**config.mk**
```make
export PLATFORM = sky130hd
export DESIGN_NAME = crc8_block_checker_core_flat
export DESIGN_NICKNAME = d
export VERILOG_FILES = /design/src/hw/rtl/crc8bc_pkg.sv /design/src/hw/rtl/crc8bc_in_if.sv /design/src/hw/rtl/crc8bc_out_if.sv /design/src/hw/rtl/crc8_block_checker_core.sv /design/src/flat_wrapper.sv
export SDC_FILE = /design/constraint.sdc
export NUM_CORES = 1
export LEC_CHECK = 0
export ABC_AREA = 1
export BUFFER_PORTS_ARGS = -buffer_cell sky130_fd_sc_hd__clkbuf_2
export CORE_ASPECT_RATIO = 1.5
export CORE_MARGIN = 3
export CORE_UTILIZATION = 63
export CTS_CLUSTER_DIAMETER = 30
export DETAILED_ROUTE_END_ITERATION = 8
export PLACE_DENSITY = 0.87
export SLEW_MARGIN = 20
export SYNTH_ARGS = -nofsm -noshare
export SYNTH_HDL_FRONTEND = slang
export SYNTH_SLANG_ARGS = --single-unit
export TNS_END_PERCENT = 1
```
**constraint.sdc**
```tcl
create_clock -name clk -period 5.7 [get_ports clk]
set_input_delay 0.285 -clock clk [delete_from_list [all_inputs] [get_ports clk]]
set_output_delay 0.285 -clock clk [all_outputs]
set_load 0.05 [all_outputs]
```
**src/hw/rtl/crc8bc_pkg.sv**
```systemverilog
// Types, constants and the byte update function of the CRC-8 block checker.
`timescale 1ns / 1ps
`default_nettype none

package crc8bc_pkg;

  localparam int unsigned CRC_W = 8;

  typedef logic [CRC_W-1:0] crc_t;

  localparam crc_t POLY_RESET = 8'hD5;

  // Accepted request as it sits in the input register.
  typedef struct packed {
    logic [7:0] data_byte;
    logic       last_in_block;
    logic [7:0] expected_checksum;
    logic       first_of_file;
  } in_req_t;

  // Result as it sits in the output register.
  typedef struct packed {
    crc_t computed_crc;
    logic block_matches;
    logic file_ok;
  } out_res_t;

  // Fold one byte into the CRC, MSB first, eight shift steps.
  function automatic crc_t crc_absorb(crc_t crc, logic [7:0] data, crc_t poly);
    crc_t c;
    c = crc ^ data;
    for (int k = 0; k < 8; k++) begin
      if (c[CRC_W-1]) begin
        c = {c[CRC_W-2:0], 1'b0} ^ poly;
      end else begin
        c = {c[CRC_W-2:0], 1'b0};
      end
    end
    return c;
  endfunction

endpackage

`default_nettype wire

```
**src/hw/rtl/crc8bc_in_if.sv**
```systemverilog
// Input channel interface: data bytes with block and file markers.
`timescale 1ns / 1ps
`default_nettype none

interface crc8bc_in_if;
  logic       valid;
  logic       ready;
  logic [7:0] data_byte;
  logic       last_in_block;
  logic [7:0] expected_checksum;
  logic       first_of_file;

  modport source (output valid, output data_byte, output last_in_block,
                  output expected_checksum, output first_of_file, input ready);
  modport sink (input valid, input data_byte, input last_in_block,
                input expected_checksum, input first_of_file, output ready);
endinterface

`default_nettype wire

```
**src/hw/rtl/crc8bc_out_if.sv**
```systemverilog
// Result channel interface: block CRC and match status.
`timescale 1ns / 1ps
`default_nettype none

interface crc8bc_out_if;
  logic       valid;
  logic       ready;
  logic [7:0] computed_crc;
  logic       block_matches;
  logic       file_ok;

  modport source (output valid, output computed_crc, output block_matches,
                  output file_ok, input ready);
  modport sink (input valid, input computed_crc, input block_matches,
                input file_ok, output ready);
endinterface

`default_nettype wire

```
**src/hw/rtl/crc8_block_checker_core.sv**
```systemverilog
// Top level of the CRC-8 block checker: input register, CRC update, result register.
//
//  channel  dir  handshake        payload
//  in_ch    in   valid/ready      data_byte, last_in_block, expected_checksum, first_of_file
//  out_ch   out  valid/ready      computed_crc, block_matches, file_ok
//  cfg      in   cfg_we           cfg_wdata (generator polynomial, low 8 bits)
//
// One request per cycle is accepted unless a block-ending byte waits on a stalled result;
// a block's last byte passes the input register, then its result the result register. The eight-step XOR-shift
// update sits between the two registers. Reset clears the CRC, the mismatch flag,
// both valid flags and loads the polynomial 0xD5. A stalled result holds only the
// requests that end a block; other bytes keep flowing past it.
`timescale 1ns / 1ps
`default_nettype none

module crc8_block_checker_core (
  input  wire                 clk,
  input  wire                 rst_n,
  crc8bc_in_if.sink           in_ch,
  crc8bc_out_if.source        out_ch,
  input  wire                 cfg_we,
  input  wire crc8bc_pkg::crc_t cfg_wdata
);
  import crc8bc_pkg::*;

  crc_t     poly_r;
  crc_t     crc_r;
  crc_t     crc_nxt;
  logic     mismatch_r;
  logic     mismatch_nxt;
  logic     s1_valid_r;
  in_req_t  s1_req_r;
  logic     out_valid_r;
  out_res_t out_res_r;
  out_res_t out_res_nxt;
  logic     s1_adv;
  logic     in_fire;
  crc_t     crc_base;
  logic     match;

  // A byte that ends no block never needs the result register.
  assign s1_adv  = s1_valid_r && (!s1_req_r.last_in_block || !out_valid_r || out_ch.ready);
  assign in_ch.ready = !s1_valid_r || s1_adv;
  assign in_fire = in_ch.valid && in_ch.ready;

  always_comb begin
    crc_base     = s1_req_r.first_of_file ? '0 : crc_r;
    crc_nxt      = crc_absorb(crc_base, s1_req_r.data_byte, poly_r);
    match        = (crc_nxt == s1_req_r.expected_checksum);
    mismatch_nxt = (s1_req_r.first_of_file ? 1'b0 : mismatch_r)
                   | (s1_req_r.last_in_block & ~match);
    out_res_nxt.computed_crc  = crc_nxt;
    out_res_nxt.block_matches = match;
    out_res_nxt.file_ok       = ~mismatch_nxt;
  end

  always_ff @(posedge clk) begin
    if (!rst_n) begin
      poly_r      <= POLY_RESET;
      crc_r       <= '0;
      mismatch_r  <= 1'b0;
      s1_valid_r  <= 1'b0;
      out_valid_r <= 1'b0;
    end else begin
      if (cfg_we) begin
        poly_r <= cfg_wdata;
      end
      if (s1_adv) begin
        crc_r      <= crc_nxt;
        mismatch_r <= mismatch_nxt;
      end
      if (in_ch.ready) begin
        s1_valid_r <= in_ch.valid;
      end
      if (s1_adv && s1_req_r.last_in_block) begin
        out_valid_r <= 1'b1;
      end else if (out_ch.ready) begin
        out_valid_r <= 1'b0;
      end
    end
  end

  always_ff @(posedge clk) begin
    if (in_fire) begin
      s1_req_r.data_byte         <= in_ch.data_byte;
      s1_req_r.last_in_block     <= in_ch.last_in_block;
      s1_req_r.expected_checksum <= in_ch.expected_checksum;
      s1_req_r.first_of_file     <= in_ch.first_of_file;
    end
    if (s1_adv && s1_req_r.last_in_block) begin
      out_res_r <= out_res_nxt;
    end
  end

  assign out_ch.valid         = out_valid_r;
  assign out_ch.computed_crc  = out_res_r.computed_crc;
  assign out_ch.block_matches = out_res_r.block_matches;
  assign out_ch.file_ok       = out_res_r.file_ok;

endmodule

`default_nettype wire

```
**src/flat_wrapper.sv**
```systemverilog
// flat-port wrapper written by rule: the top's interface ports become plain ports
module crc8_block_checker_core_flat import crc8bc_pkg::*;
  (clk, rst_n, cfg_we, cfg_wdata, in_ch_valid, in_ch_data_byte, in_ch_last_in_block, in_ch_expected_checksum, in_ch_first_of_file, in_ch_ready, out_ch_valid, out_ch_computed_crc, out_ch_block_matches, out_ch_file_ok, out_ch_ready);
  crc8bc_in_if in_ch_i ();
  crc8bc_out_if out_ch_i ();
  input  wire clk;
  input  wire rst_n;
  input  wire cfg_we;
  input  wire crc8bc_pkg::crc_t cfg_wdata;
  input wire logic [$bits(in_ch_i.valid)-1:0] in_ch_valid;
  input wire logic [$bits(in_ch_i.data_byte)-1:0] in_ch_data_byte;
  input wire logic [$bits(in_ch_i.last_in_block)-1:0] in_ch_last_in_block;
  input wire logic [$bits(in_ch_i.expected_checksum)-1:0] in_ch_expected_checksum;
  input wire logic [$bits(in_ch_i.first_of_file)-1:0] in_ch_first_of_file;
  output wire logic [$bits(in_ch_i.ready)-1:0] in_ch_ready;
  output wire logic [$bits(out_ch_i.valid)-1:0] out_ch_valid;
  output wire logic [$bits(out_ch_i.computed_crc)-1:0] out_ch_computed_crc;
  output wire logic [$bits(out_ch_i.block_matches)-1:0] out_ch_block_matches;
  output wire logic [$bits(out_ch_i.file_ok)-1:0] out_ch_file_ok;
  input wire logic [$bits(out_ch_i.ready)-1:0] out_ch_ready;
  assign in_ch_i.valid = in_ch_valid;
  assign in_ch_i.data_byte = in_ch_data_byte;
  assign in_ch_i.last_in_block = in_ch_last_in_block;
  assign in_ch_i.expected_checksum = in_ch_expected_checksum;
  assign in_ch_i.first_of_file = in_ch_first_of_file;
  assign in_ch_ready = in_ch_i.ready;
  assign out_ch_valid = out_ch_i.valid;
  assign out_ch_computed_crc = out_ch_i.computed_crc;
  assign out_ch_block_matches = out_ch_i.block_matches;
  assign out_ch_file_ok = out_ch_i.file_ok;
  assign out_ch_i.ready = out_ch_ready;
  crc8_block_checker_core u_core (.clk(clk), .rst_n(rst_n), .in_ch(in_ch_i), .out_ch(out_ch_i), .cfg_we(cfg_we), .cfg_wdata(cfg_wdata));
endmodule
```
# Yosys cells after proc, flatten, opt, wreduce, memory -nomap -nowiden
# Index checks and enable logic that the tools add are counted.
# word_totals
register_bits,47
input_bits,31
out_inout_bits,12
elab_cells,48
# op_classes
eq_ne,1
mux,12
n_bitwise,13
reduce_logical,10
# op_table
operator,count
$mux 8,9
$xor 8x8->8,9
$eq 8x8->1,1
$logic_and 1x1->1,3
$logic_not 1->1,3
$logic_or 1x1->1,3
$mux 1,3
$not 1->1,2
$reduce_bool 2->1,1
$and 1x1->1,1
$or 1x1->1,1

# Depth between registers and ports, before layout
# Gate-level depths: netlist of run 1.
# depth
ltp_word,23
mapped_depth,38
depth_no_buf,36

# Worst setup path before layout of run 1
# OpenSTA, ideal clock, no wires.
# synth_path
kind,register -> register
startpoint,reg u_core.s1_req_r[0] (netlist bit)
endpoint,reg u_core.mismatch_r
setup_ns,0.109
t_arrival_ns,3.187
required_ns,5.591
setup_slack_ns,2.404
stages_incl_launch_ff,31
path_buffers,2
synth_period_minus_slack_ns,3.296
path_cell_list,edfxtp_1 > inv_2 > buf_6 > nand3_1 > nand2_4 > xor2_4 > nand2_1 > nand2_1 > nand2_2 > nand2_4 > inv_4 > nor2_8 > nand2_1 > nand2_2 > nand2_4 > xor2_4 > nand3_4 > nand2_4 > nand2_2 > nand2_2 > nand2_4 > buf_12 > nand2_4 > xor2_1 > nand3_1 > nor2_1 > nand2_1 > nand2_1 > nand3_1 > nand2_1 > inv_1
# synth_between
elab_chain_len,21
word_cells_on_any_way,23
classes_between,1 x eq/ne; 10 x mux; 12 x bitwise
# synth_lines
element,line_no,source
"start, declared",crc8_block_checker_core.sv:32,in_req_t s1_req_r;
$mux 8,crc8_block_checker_core.sv:47,crc_base = s1_req_r.first_of_file ? '0 : crc_r;
$xor 8x8->8,crc8bc_pkg.sv:31,c = crc ^ data;
$xor 8x8->8 / $mux 8 (equally long branches),"crc8bc_pkg.sv:34, crc8bc_pkg.sv:33",
$mux 8 / $xor 8x8->8 (equally long branches),"crc8bc_pkg.sv:33, crc8bc_pkg.sv:34",
$xor 8x8->8 / $mux 8 (equally long branches),"crc8bc_pkg.sv:34, crc8bc_pkg.sv:33",
$mux 8 / $xor 8x8->8 (equally long branches),"crc8bc_pkg.sv:33, crc8bc_pkg.sv:34",
$xor 8x8->8 / $mux 8 (equally long branches),"crc8bc_pkg.sv:34, crc8bc_pkg.sv:33",
$mux 8 / $xor 8x8->8 (equally long branches),"crc8bc_pkg.sv:33, crc8bc_pkg.sv:34",
[... 5 more ...],n/a,
$mux 8 / $xor 8x8->8 (equally long branches),"crc8bc_pkg.sv:33, crc8bc_pkg.sv:34",
$xor 8x8->8 / $mux 8 (equally long branches),"crc8bc_pkg.sv:34, crc8bc_pkg.sv:33",
$mux 8 / $xor 8x8->8 (equally long branches),"crc8bc_pkg.sv:33, crc8bc_pkg.sv:34",
$mux 8,crc8bc_pkg.sv:33,if (c[CRC_W-1]) begin
$eq 8x8->1,crc8_block_checker_core.sv:49,match = (crc_nxt == s1_req_r.expected_checksum);
$not 1->1,crc8_block_checker_core.sv:51,| (s1_req_r.last_in_block & ~match);
$and 1x1->1,crc8_block_checker_core.sv:51,
$or 1x1->1 *,crc8_block_checker_core.sv:51,
"end signal, assigned",crc8_block_checker_core.sv:70,mismatch_r <= mismatch_nxt;
"end, declared",crc8_block_checker_core.sv:29,logic mismatch_r;
# Mark *: on every way between the ends. The rest lies on a longest branch, timed or not.
# A chain may end at the register's enable or synchronous reset.

# Final worst setup path of run 1
# layout_path
startpoint,reg u_core.s1_req_r[0] (netlist bit)
endpoint,reg u_core.mismatch_r
# layout_between
elab_chain_len,21
word_cells_on_any_way,23
classes_between,1 x eq/ne; 10 x mux; 12 x bitwise
# layout_lines
element,line_no,source
$mux 8 *,crc8_block_checker_core.sv:47,
$xor 8x8->8 *,crc8bc_pkg.sv:31,
$xor 8x8->8,crc8bc_pkg.sv:34,"c = {c[CRC_W-2:0], 1'b0} ^ poly;"
$mux 8 *,crc8bc_pkg.sv:33,
$xor 8x8->8,crc8bc_pkg.sv:34,
$mux 8 * (2 in a row),crc8bc_pkg.sv:33,
$xor 8x8->8 / $mux 8 (equally long branches),"crc8bc_pkg.sv:34, crc8bc_pkg.sv:33",
$mux 8 *,crc8bc_pkg.sv:33,
[... 5 more ...],n/a,
$mux 8 *,crc8bc_pkg.sv:33,
$xor 8x8->8 / $mux 8 (equally long branches),"crc8bc_pkg.sv:34, crc8bc_pkg.sv:33",
$mux 8 *,crc8bc_pkg.sv:33,
via u_core.crc_nxt[5],crc8_block_checker_core.sv:28,crc_t crc_nxt;
$eq 8x8->1 *,crc8_block_checker_core.sv:49,
$not 1->1 *,crc8_block_checker_core.sv:51,
$and 1x1->1 *,crc8_block_checker_core.sv:51,
$or 1x1->1 *,crc8_block_checker_core.sv:51,
# The timed path passes the listed nets; every way through them passes the cells marked *.

==> implementation parameters, run 1 <==
Parameter                              Value

Clocking
  Cts bufs inserted    5
  Clock input transition at the sequential cells of the worst setup and hold paths    90 ps
  Count of buffers added by post-CTS timing repair for setup    0
  Count of H-tree levels built during CTS    2
  TritonCTS clock tree    done
  Clock Root Buffer    clkbuf_8
  Hold-fix buffers, CTS    0
  Post-CTS Resized    0
  CTS max path bufs    2
  Latest clock arrival within the worst-skew pair    310 ps
  Number of clock sinks    47

Critical path
  Category of the worst setup path capture point    flop
  Slowest library cell on the worst path    edfxtp_1
  Arrival time at the worst endpoint    4310 ps
  Data required time of the critical path    slightly below 6000 ps
  Cell mode on critical path    nand2_1
  Critical path type    flop to flop
  Crit-path max FO    15
  CP Launch Type    flop
  Delay of the slowest cell on the worst path    400 ps

Synthesis
  Biggest area consumer among synthesized cells    edfxtp_1
  Cell count after synthesis    between 400 and 500
  Number of warnings printed during yosys synthesis    0
  Distinct cells, synth    34
  Cell Area, Synth    3430 um^2
  Mean area per synthesized cell    7.59 um^2
  Share of the synthesized area in the top cell type    24.5%
  Top cells by area in the synthesized netlist    edfxtp_1 (24%), nand2_1 (14%), dfxtp_1 (11%)
  Proportion of synthesized chip area in sequential cells    a little over a third
  Register bit total from synthesis    47
  Net Count, Synth    483

Finish
  Number of filler instances in the final layout    408
  Multi-input gate area in the final layout    approximately 1800 um^2
  FF+latch area    1220 um^2
  Final non-filler cell area    between 3000 and 4000 um^2
  Most common cell after layout, fill and taps aside    nand2_1
  NumNets Final    520
  Antenna diodes    0
  Share of layout cells above drive strength 1    21.2%
  Layout overhead on the synthesized area    8.53%
  Commonest non-fill, non-tap cells in the layout    nand2_1 (132), inv_1 (63), nand3_1 (52)

Route
  Initial DRC Count    196
  Detailed Route WL    7610 um
  Remaining DRCs    0
  Final antenna-violating net count    0
  Via density per instance    5.29
  Initial DRT Pass Iterations    4
  Post-DR wirelength/cell    around 14 um
  Vias after detailed routing    2,953

GRT
  Overflow left after global routing    0
  Pin count of the biggest net entering global routing    19
  Wire length of the first global-routing pass    12,700 um
  Antenna violations before repair    0
  Number of global-route vias before repair    2,866
  Overall fraction of global-route tracks in use    25.9%

Place
  Placement Cell Area    roughly 3600 um^2
  Worst slack after detailed placement    1660 ps
  Dpl hpwl    5970 um
  Final weighted congestion in routability-driven placement    0.920
  Buffers added on ports    42

Pwr
  Share of total power consumed by net switching    between 50 and 60%
  Leak    0.00192 uW
  Pwr Total    2490 uW
  Pwr Density    669 nW/um^2
  Sequential power share    approximately a fifth
  Logic pwr share    between 70 and 80%
  Cell-internal power    between 1000 and 1500 uW
  Switching Power    1390 uW
  Worst ir drop on vdd    between 0.5 and 0.6 mV
  Clock group share of total power    8.3%

Floorplan
  Die Ht    96.4 um
  Horizontal extent of the die    66.3 um
  CORE AREA    5200 um^2
  Initial core utilization    around two thirds
  Number of placed I/O pins    43
  Number of standard-cell rows in the floorplan    32
  Total die area    roughly 6400 um^2

STA
  Unrepaired setup endpoints after global routing    no
  Setup tns final    0 ps
  FMAX    244 MHz
  Final-report max-slew violation count    0
  Relative slew slack    54.2%
  Hold Fails Final Rpt    0
  Min Tclk post-route    4090 ps
  Worst-Margin Slew    687 ps
  Worst clock skew    5.16 ps
  Min Hold Slack    ~150 ps
  Worst setup slack after layout    1610 ps
  Final setup violation count    0
  Final Cycle Share    71.8%

Worst hold path
  Path category of the worst min-delay check    input port to flop

Run status
  Status    finished, final reports clean

Run
  Max Cap Viol    0
-- worst paths after layout --
check / start / to / slack [ps] / cells past startpoint
worst max register to register: u_core.s1_req_r[0]$_DFFE_PP_ / u_core.mismatch_r$_SDFFE_PN0P_ / 1610 / 30
worst min-delay path: in_ch_last_in_block / u_core.s1_req_r[9]$_DFFE_PP_ / 150 / 1
worst min register to register: u_core.crc_r[2]$_SDFFE_PN0P_ / u_core.crc_r[2]$_SDFFE_PN0P_ / 510 / 2
worst max-delay path: u_core.s1_req_r[0]$_DFFE_PP_ / u_core.mismatch_r$_SDFFE_PN0P_ / 1610 / 30
-- per-layer routing --
layer	track usage [%]	part of all wire, %	vias up
met1	30.0	39	1357
met3	2.55	4.5	20
met4	12.0	3.1	0
li1	-	-	1491
met2	47.4	54	85
met5	0	0	-
-- power by group through the flow --
stage	combinational (uW)	sequential, uW	clock [uW]
2_1_floorplan	1480	543	0
3_3_place_gp	1720	487	0
3_5_place_dp	1780	488	0
4_1_cts	1800	480	212
5_1_grt	2010	486	222
6_report	1800	481	208
-- cell type report --
cell class | count | area share, %
clock buffers | 5 | 1.85
clock inverters | 3 | 0.605
inverters | 68 | 6.92
multi-input cells | 323 | 49.5
flip-flops and latches | 47 | 32.8
well taps | 68 | 2.28
repair buffers | 44 | 6.05
-- through the flow --
step,cells,utilization (%)
3_3_place_gp,550,69.8
5_1_grt,558,71.6
3_5_place_dp,550,69.8
6_report,558,71.6
2_1_floorplan,452,-
4_1_cts,558,71.6
-- cells by family after synthesis --
kind of cell	count (synthesis)	share of synthesized area [%]
flops	47	35.6
buf+inv	82	10.7
simple gates	257	38.7
xor+xnor	33	9.95
compound gates	33	5.10
-- cell usage after synthesis --
master    instances
xor2_4            2
nand2_1         132
nand4_4           1
o21bai_1          1
nand4_1           2
nand3_2           7
nand2_2          13
buf_12            1
buf_2             2
xor2_2            2
nor2_2            4
dfxtp_1          19
a21oi_1          12
buf_4             4
o22ai_1           1
o211ai_1          1
a21boi_1          1
inv_2             4
inv_1            63
nand2_4          10
a31oi_1           1
nor2_8            1
buf_6             3
inv_4             1
nor2_1           26
nor2_4            1
nand3_1          52
nand3_4           6
xnor2_1          14
nand3b_1          2
edfxtp_1         28
xor2_1           15
clkbuf_1          4
o21ai_0          16
-- registers in the layout, indices dropped and copies added, names as in the netlist --
register,cells
u_core.out_ch.file_ok,1
u_core.crc_r,8
u_core.mismatch_r,1
u_core.out_ch.block_matches,1
u_core.out_ch.computed_crc,8
u_core.out_ch.valid,1
u_core.poly_r,8
u_core.s1_req_r,18
u_core.s1_valid_r,1
-- critical path: cells and delay by family, from the launching register on --
kind	cells	cell delay [ps]
XOR/XNOR	2	550
buffers and inverters	3	270
AND/OR/NAND/NOR	25	2750
flip-flops	1	400
(Power assumes the default switching activity.)
==> inputs of run 2 (changes only) <==
--- a/config.mk
+++ b/config.mk
@@ -9,10 +9,10 @@
 export BUFFER_PORTS_ARGS = -buffer_cell sky130_fd_sc_hd__clkbuf_2
 export CORE_ASPECT_RATIO = 1.5
 export CORE_MARGIN = 3
-export CORE_UTILIZATION = 63
+export CORE_UTILIZATION = 59
 export CTS_CLUSTER_DIAMETER = 30
 export DETAILED_ROUTE_END_ITERATION = 8
-export PLACE_DENSITY = 0.87
+export PLACE_DENSITY = 0.82
 export SLEW_MARGIN = 20
 export SYNTH_ARGS = -nofsm -noshare
 export SYNTH_HDL_FRONTEND = slang
==> constraint.sdc (replaced) <==
create_clock -name clk -period 3.85 [get_ports clk]
set_input_delay 0.1925 -clock clk [delete_from_list [all_inputs] [get_ports clk]]
set_output_delay 0.1925 -clock clk [all_outputs]
set_load 0.05 [all_outputs]
==> implementation parameters, run 2 (synthesis results as in run 1) <==
Parameter                              Value

Critical path
  Category of the worst setup path capture point    flop
  Worst path bufs/invs    6
  Delay of the slowest cell on the worst path    between 400 and 500 ps
  Arrival time at the worst endpoint    4080 ps
  Cell mode on critical path    nand2_1
  Slowest library cell on the worst path    edfxtp_1
  Top cell family by delay on the critical path    simple AND/OR/NAND/NOR gates
  CP Launch Type    flop
  Data required time of the critical path    4060 ps
  Crit-path max FO    8
  Critical path type    flop to flop

Clocking
  Hold-fix buffers, CTS    0
  TritonCTS clock tree    done
  Count of H-tree levels built during CTS    2
  Clock input transition at the sequential cells of the worst setup and hold paths    90 ps
  Clock Root Buffer    clkbuf_8
  CTS max path bufs    2
  Latest clock arrival within the worst-skew pair    300 ps
  Number of clock sinks    47
  Cts bufs inserted    5

STA
  Relative slew slack    56.1%
  Final-report max-slew violation count    0
  Hold Fails Final Rpt    0
  Worst-Margin Slew    about 660 ps
  Worst setup slack after layout    -20.6 ps
  Final setup violation count    1
  Unrepaired setup endpoints after global routing    yes
  Final Cycle Share    101%
  Min Tclk post-route    slightly below 4000 ps
  FMAX    258 MHz
  Worst clock skew    about 7.0 ps

GRT
  Wire length of the first global-routing pass    around 13,000 um
  Overflow left after global routing    0
  Overall fraction of global-route tracks in use    around a quarter
  Pin count of the biggest net entering global routing    19
  Antenna violations before repair    0
  Number of global-route vias before repair    2,994

Floorplan
  Horizontal extent of the die    68.3 um
  Total die area    6790 um^2
  CORE AREA    between 5000 and 6000 um^2
  Number of standard-cell rows in the floorplan    33
  Initial core utilization    62.0%
  Die Ht    99.4 um
  Number of placed I/O pins    43

Route
  Via density per instance    5.45
  Post-DR wirelength/cell    between 10 and 15 um
  Remaining DRCs    0
  Final antenna-violating net count    0
  Initial DRT Pass Iterations    5
  Vias after detailed routing    between 3,000 and 4,000
  Detailed Route WL    8770 um
  Initial DRC Count    260

Place
  Dpl hpwl    a little over 6000 um
  Placed Instances    560
  Worst slack after detailed placement    1.10 ps
  Buffers added on ports    42
  Final weighted congestion in routability-driven placement    0.929

Finish
  Antenna diodes    0
  Number of flip-flops in the largest register    18
  Commonest non-fill, non-tap cells in the layout    nand2_1 (117), inv_1 (61), nand3_1 (47)
  Layout overhead on the synthesized area    23.3%
  Number of filler instances in the final layout    397
  NumNets Final    552
  Most common cell after layout, fill and taps aside    nand2_1
  Non-filler instance count after layout    592
  Share of layout cells above drive strength 1    32.0%
  Top register by number of flip-flops    u_core.s1_req_r

Run
  Max Cap Viol    0

Run status
  Failing checks    setup timing
  Status    complete, but fails checks

Worst hold path
  Path category of the worst min-delay check    input port to flop
-- run 2: final timing paths --
| path | slack, ps | end | depth (start not counted) | from |
|---|---|---|---|---|
| min reg2reg | 550 | u_core.s1_valid_r$_SDFFE_PN0N_ | 2 | u_core.s1_valid_r$_SDFFE_PN0N_ |
| max | -20 | u_core.mismatch_r$_SDFFE_PN0P_ | 33 | u_core.s1_req_r[0]$_DFFE_PP_ |
| min | 60 | u_core.s1_req_r[11]$_DFFE_PP_ | 1 | in_ch_data_byte[1] |
| max reg2reg | -20 | u_core.mismatch_r$_SDFFE_PN0P_ | 33 | u_core.s1_req_r[0]$_DFFE_PP_ |
-- run 2: area by class of cell --
class	count	area, um^2	area share (%)
clock buffer	5	68.8	1.63
clock inverter	3	43.8	1.04
inverter	68	258	6.09
multi-input combinational	324	2070	49.0
sequential	47	1220	28.9
tap	70	87.6	2.07
timing repair buffer	75	478	11.3
-- run 2: stage by stage --
| stage | cell area, um^2 | TNS (ps) | utilization (%) | hold WS (ps) |
|---|---|---|---|---|
| after floorplan | 3430 | 0 | - | 291 |
| after global placement | 3700 | 0 | 66.8 | 369 |
| after detailed placement | 3700 | 0 | 66.8 | 371 |
| after CTS | 3820 | 0 | 69.0 | 56.4 |
| after global routing | 4230 | -765 | 76.5 | 48.8 |
| final | 4230 | -20.6 | 76.5 | 58.2 |
-- run 2: routing by layer --
| metal | wire, um | GRT usage, % | up-vias | share of wire (%) |
|---|---|---|---|---|
| met5 | 0 | 0 | - | 0 |
| met4 | 415 | 12.4 | 0 | 4.7 |
| met3 | 399 | 2.94 | 41 | 4.5 |
| met2 | 4780 | 45.2 | 131 | 54 |
| met1 | 3180 | 28.4 | 1494 | 36 |
| li1 | - | - | 1559 | - |
-- run 2: what timing repair did --
action | in CTS | in global routing
endpoints found under the setup margin | 1 | 5
pin swaps | 0 | 36
cloned | 0 | 1
resized for setup | 1 | 56
buffers inserted | 0 | 23
Power of run 2 is left out: the tool's default activity adds up to more than one toggle a clock period on the data nets, which glitch-free logic cannot reach.
==> inputs of run 3 (changes only) <==
--- a/config.mk
+++ b/config.mk
@@ -12,6 +12,7 @@
 export CORE_UTILIZATION = 59
 export CTS_CLUSTER_DIAMETER = 30
 export DETAILED_ROUTE_END_ITERATION = 8
+export HOLD_SLACK_MARGIN = 0.12
 export PLACE_DENSITY = 0.82
 export SLEW_MARGIN = 20
 export SYNTH_ARGS = -nofsm -noshare
==> implementation parameters, run 3 (synthesis results as in run 1) <==
Parameter                              Value

Run status
  Status    complete, but fails checks
  Failing checks    setup timing

STA
  Unrepaired setup endpoints after global routing    yes
  Final Cycle Share    104%
  Relative slew slack    54.0%
  FMAX    approximately 250 MHz
  Hold Fails Final Rpt    0
  Worst setup slack after layout    -139 ps
  Min Tclk post-route    3990 ps
  Worst clock skew    7.58 ps
  Final-report max-slew violation count    0
  Worst-Margin Slew    roughly 690 ps
  Final setup violation count    3

Place
  Buffers added on ports    42
  Dpl hpwl    6120 um
  Final weighted congestion in routability-driven placement    0.929

Critical path
  Cell mode on critical path    nand2_1
  Category of the worst setup path capture point    flop
  Arrival time at the worst endpoint    4200 ps
  Crit-path max FO    7
  Endpoint of the lowest-slack register-to-register path    u_core.mismatch_r$_SDFFE_PN0P_
  Reg2reg setup slack    -140 ps
  Data required time of the critical path    4060 ps
  Reg-to-Reg Start    u_core.s1_req_r[0]$_DFFE_PP_
  CP Launch Type    flop
  Reg2Reg Depth    34
  Slowest library cell on the worst path    edfxtp_1
  Delay of the slowest cell on the worst path    about 450 ps
  Critical path type    flop to flop

Route
  Post-DR wirelength/cell    16.4 um
  Via density per instance    5.57
  Remaining DRCs    0
  Detailed Route WL    10,100 um
  Initial DRT Pass Iterations    5
  Final antenna-violating net count    0
  Initial DRC Count    253
  Vias after detailed routing    3,412

Finish
  Final design utilization    approximately four fifths
  Layout overhead on the synthesized area    29.2%
  Number of filler instances in the final layout    between 300 and 400
  Multi-input gate area in the final layout    2060 um^2
  Commonest non-fill, non-tap cells in the layout    nand2_1 (120), inv_1 (61), nand3_1 (47)
  Top register by number of flip-flops    u_core.s1_req_r
  FF+latch area    1220 um^2
  Antenna diodes    0
  Share of layout cells above drive strength 1    30.6%
  Most common cell after layout, fill and taps aside    nand2_1
  NumNets Final    573
  Number of flip-flops in the largest register    18

Clocking
  Clock Root Buffer    clkbuf_8
  Number of clock sinks    47
  Cts bufs inserted    5
  TritonCTS clock tree    done
  CTS max path bufs    2
  Count of H-tree levels built during CTS    2
  Clock input transition at the sequential cells of the worst setup and hold paths    approximately 90 ps
  Latest clock arrival within the worst-skew pair    between 300 and 400 ps

Worst hold path
  Min-Delay Endpoint    u_core.poly_r[0]$_SDFFE_PN1P_
  Path category of the worst min-delay check    input port to flop
  Hold path startpoint    cfg_wdata[0]
  Number of instances on the worst hold path    3

Run
  Max Cap Viol    0

Floorplan
  Number of placed I/O pins    43
  CORE AREA    5530 um^2
  Total die area    between 6000 and 7000 um^2
  Number of standard-cell rows in the floorplan    33
  Die Ht    roughly 100 um
  Initial core utilization    62.0%
  Horizontal extent of the die    68.3 um

GRT
  Overflow left after global routing    0
  Overall fraction of global-route tracks in use    28.1%
  Number of global-route vias before repair    around 3,200
  Pin count of the biggest net entering global routing    19
  Antenna violations before repair    0
  Wire length of the first global-routing pass    14,600 um
-- run 3: layer usage --
metal  vias up  track usage [%]  share of wire [%]
li1       1597                -                  -
met1      1578             31.2                 35
met2       179             50.6                 53
met3        58             3.62                5.4
met4         0             13.8                5.8
met5         -                0                  0
-- run 3: area by class of cell --
cell class	instances	area share, %
Clock buffer	5	1.55
Clock inverter	3	0.988
Inverter	68	5.81
Multi-Input combinational cell	324	46.4
Sequential cell	47	27.5
Tap cell	70	1.98
Timing Repair Buffer	96	15.7
-- run 3: worst max-delay path by stage --
stage          slack [ps]                    startpoint  cells past startpoint                        endpoint
3_5_place_dp            1  u_core.s1_req_r[0]$_DFFE_PP_                     32  u_core.mismatch_r$_SDFFE_PN0P_
6_report             -140  u_core.s1_req_r[0]$_DFFE_PP_                     34  u_core.mismatch_r$_SDFFE_PN0P_
3_3_place_gp          160  u_core.s1_req_r[0]$_DFFE_PP_                     32  u_core.mismatch_r$_SDFFE_PN0P_
5_1_grt              -360  u_core.s1_req_r[0]$_DFFE_PP_                     35  u_core.mismatch_r$_SDFFE_PN0P_
4_1_cts                20  u_core.s1_req_r[0]$_DFFE_PP_                     32  u_core.mismatch_r$_SDFFE_PN0P_
2_1_floorplan         550  u_core.s1_req_r[0]$_DFFE_PP_                     30  u_core.mismatch_r$_SDFFE_PN0P_
-- run 3: stage by stage --
stage / cell area [um^2] / TNS [ps] / hold slack, ps / std cells / setup WS, ps
2_1_floorplan: 3430 / 0 / 291 / 452 / 554
3_3_place_gp: 3700 / 0 / 369 / 560 / 162
3_5_place_dp: 3700 / 0 / 371 / 560 / 1.10
4_1_cts: 4020 / 0 / 126 / 588 / 24.5
5_1_grt: 4430 / -1240 / 153 / 613 / -365
6_report: 4430 / -321 / 129 / 613 / -139
-- run 3: repair_timing --
action / 4_1_cts / 5_1_grt
hold buffers: 20 / 0
buffers inserted: 0 / 24
hold endpoints to repair: 20 / 0
setup endpoints to repair: 1 / 5
pin swaps: 0 / 25
cloned: 0 / 1
resized for setup: 1 / 48
-- run 3: critical path, delay by kind of cell (launching register included) --
kind / cells / cell delay, ps
xor+xnor: 1 / 280
flops: 1 / 450
buf+inv: 7 / 590
simple gates: 26 / 2540
Power of run 3 is left out for the same reason.
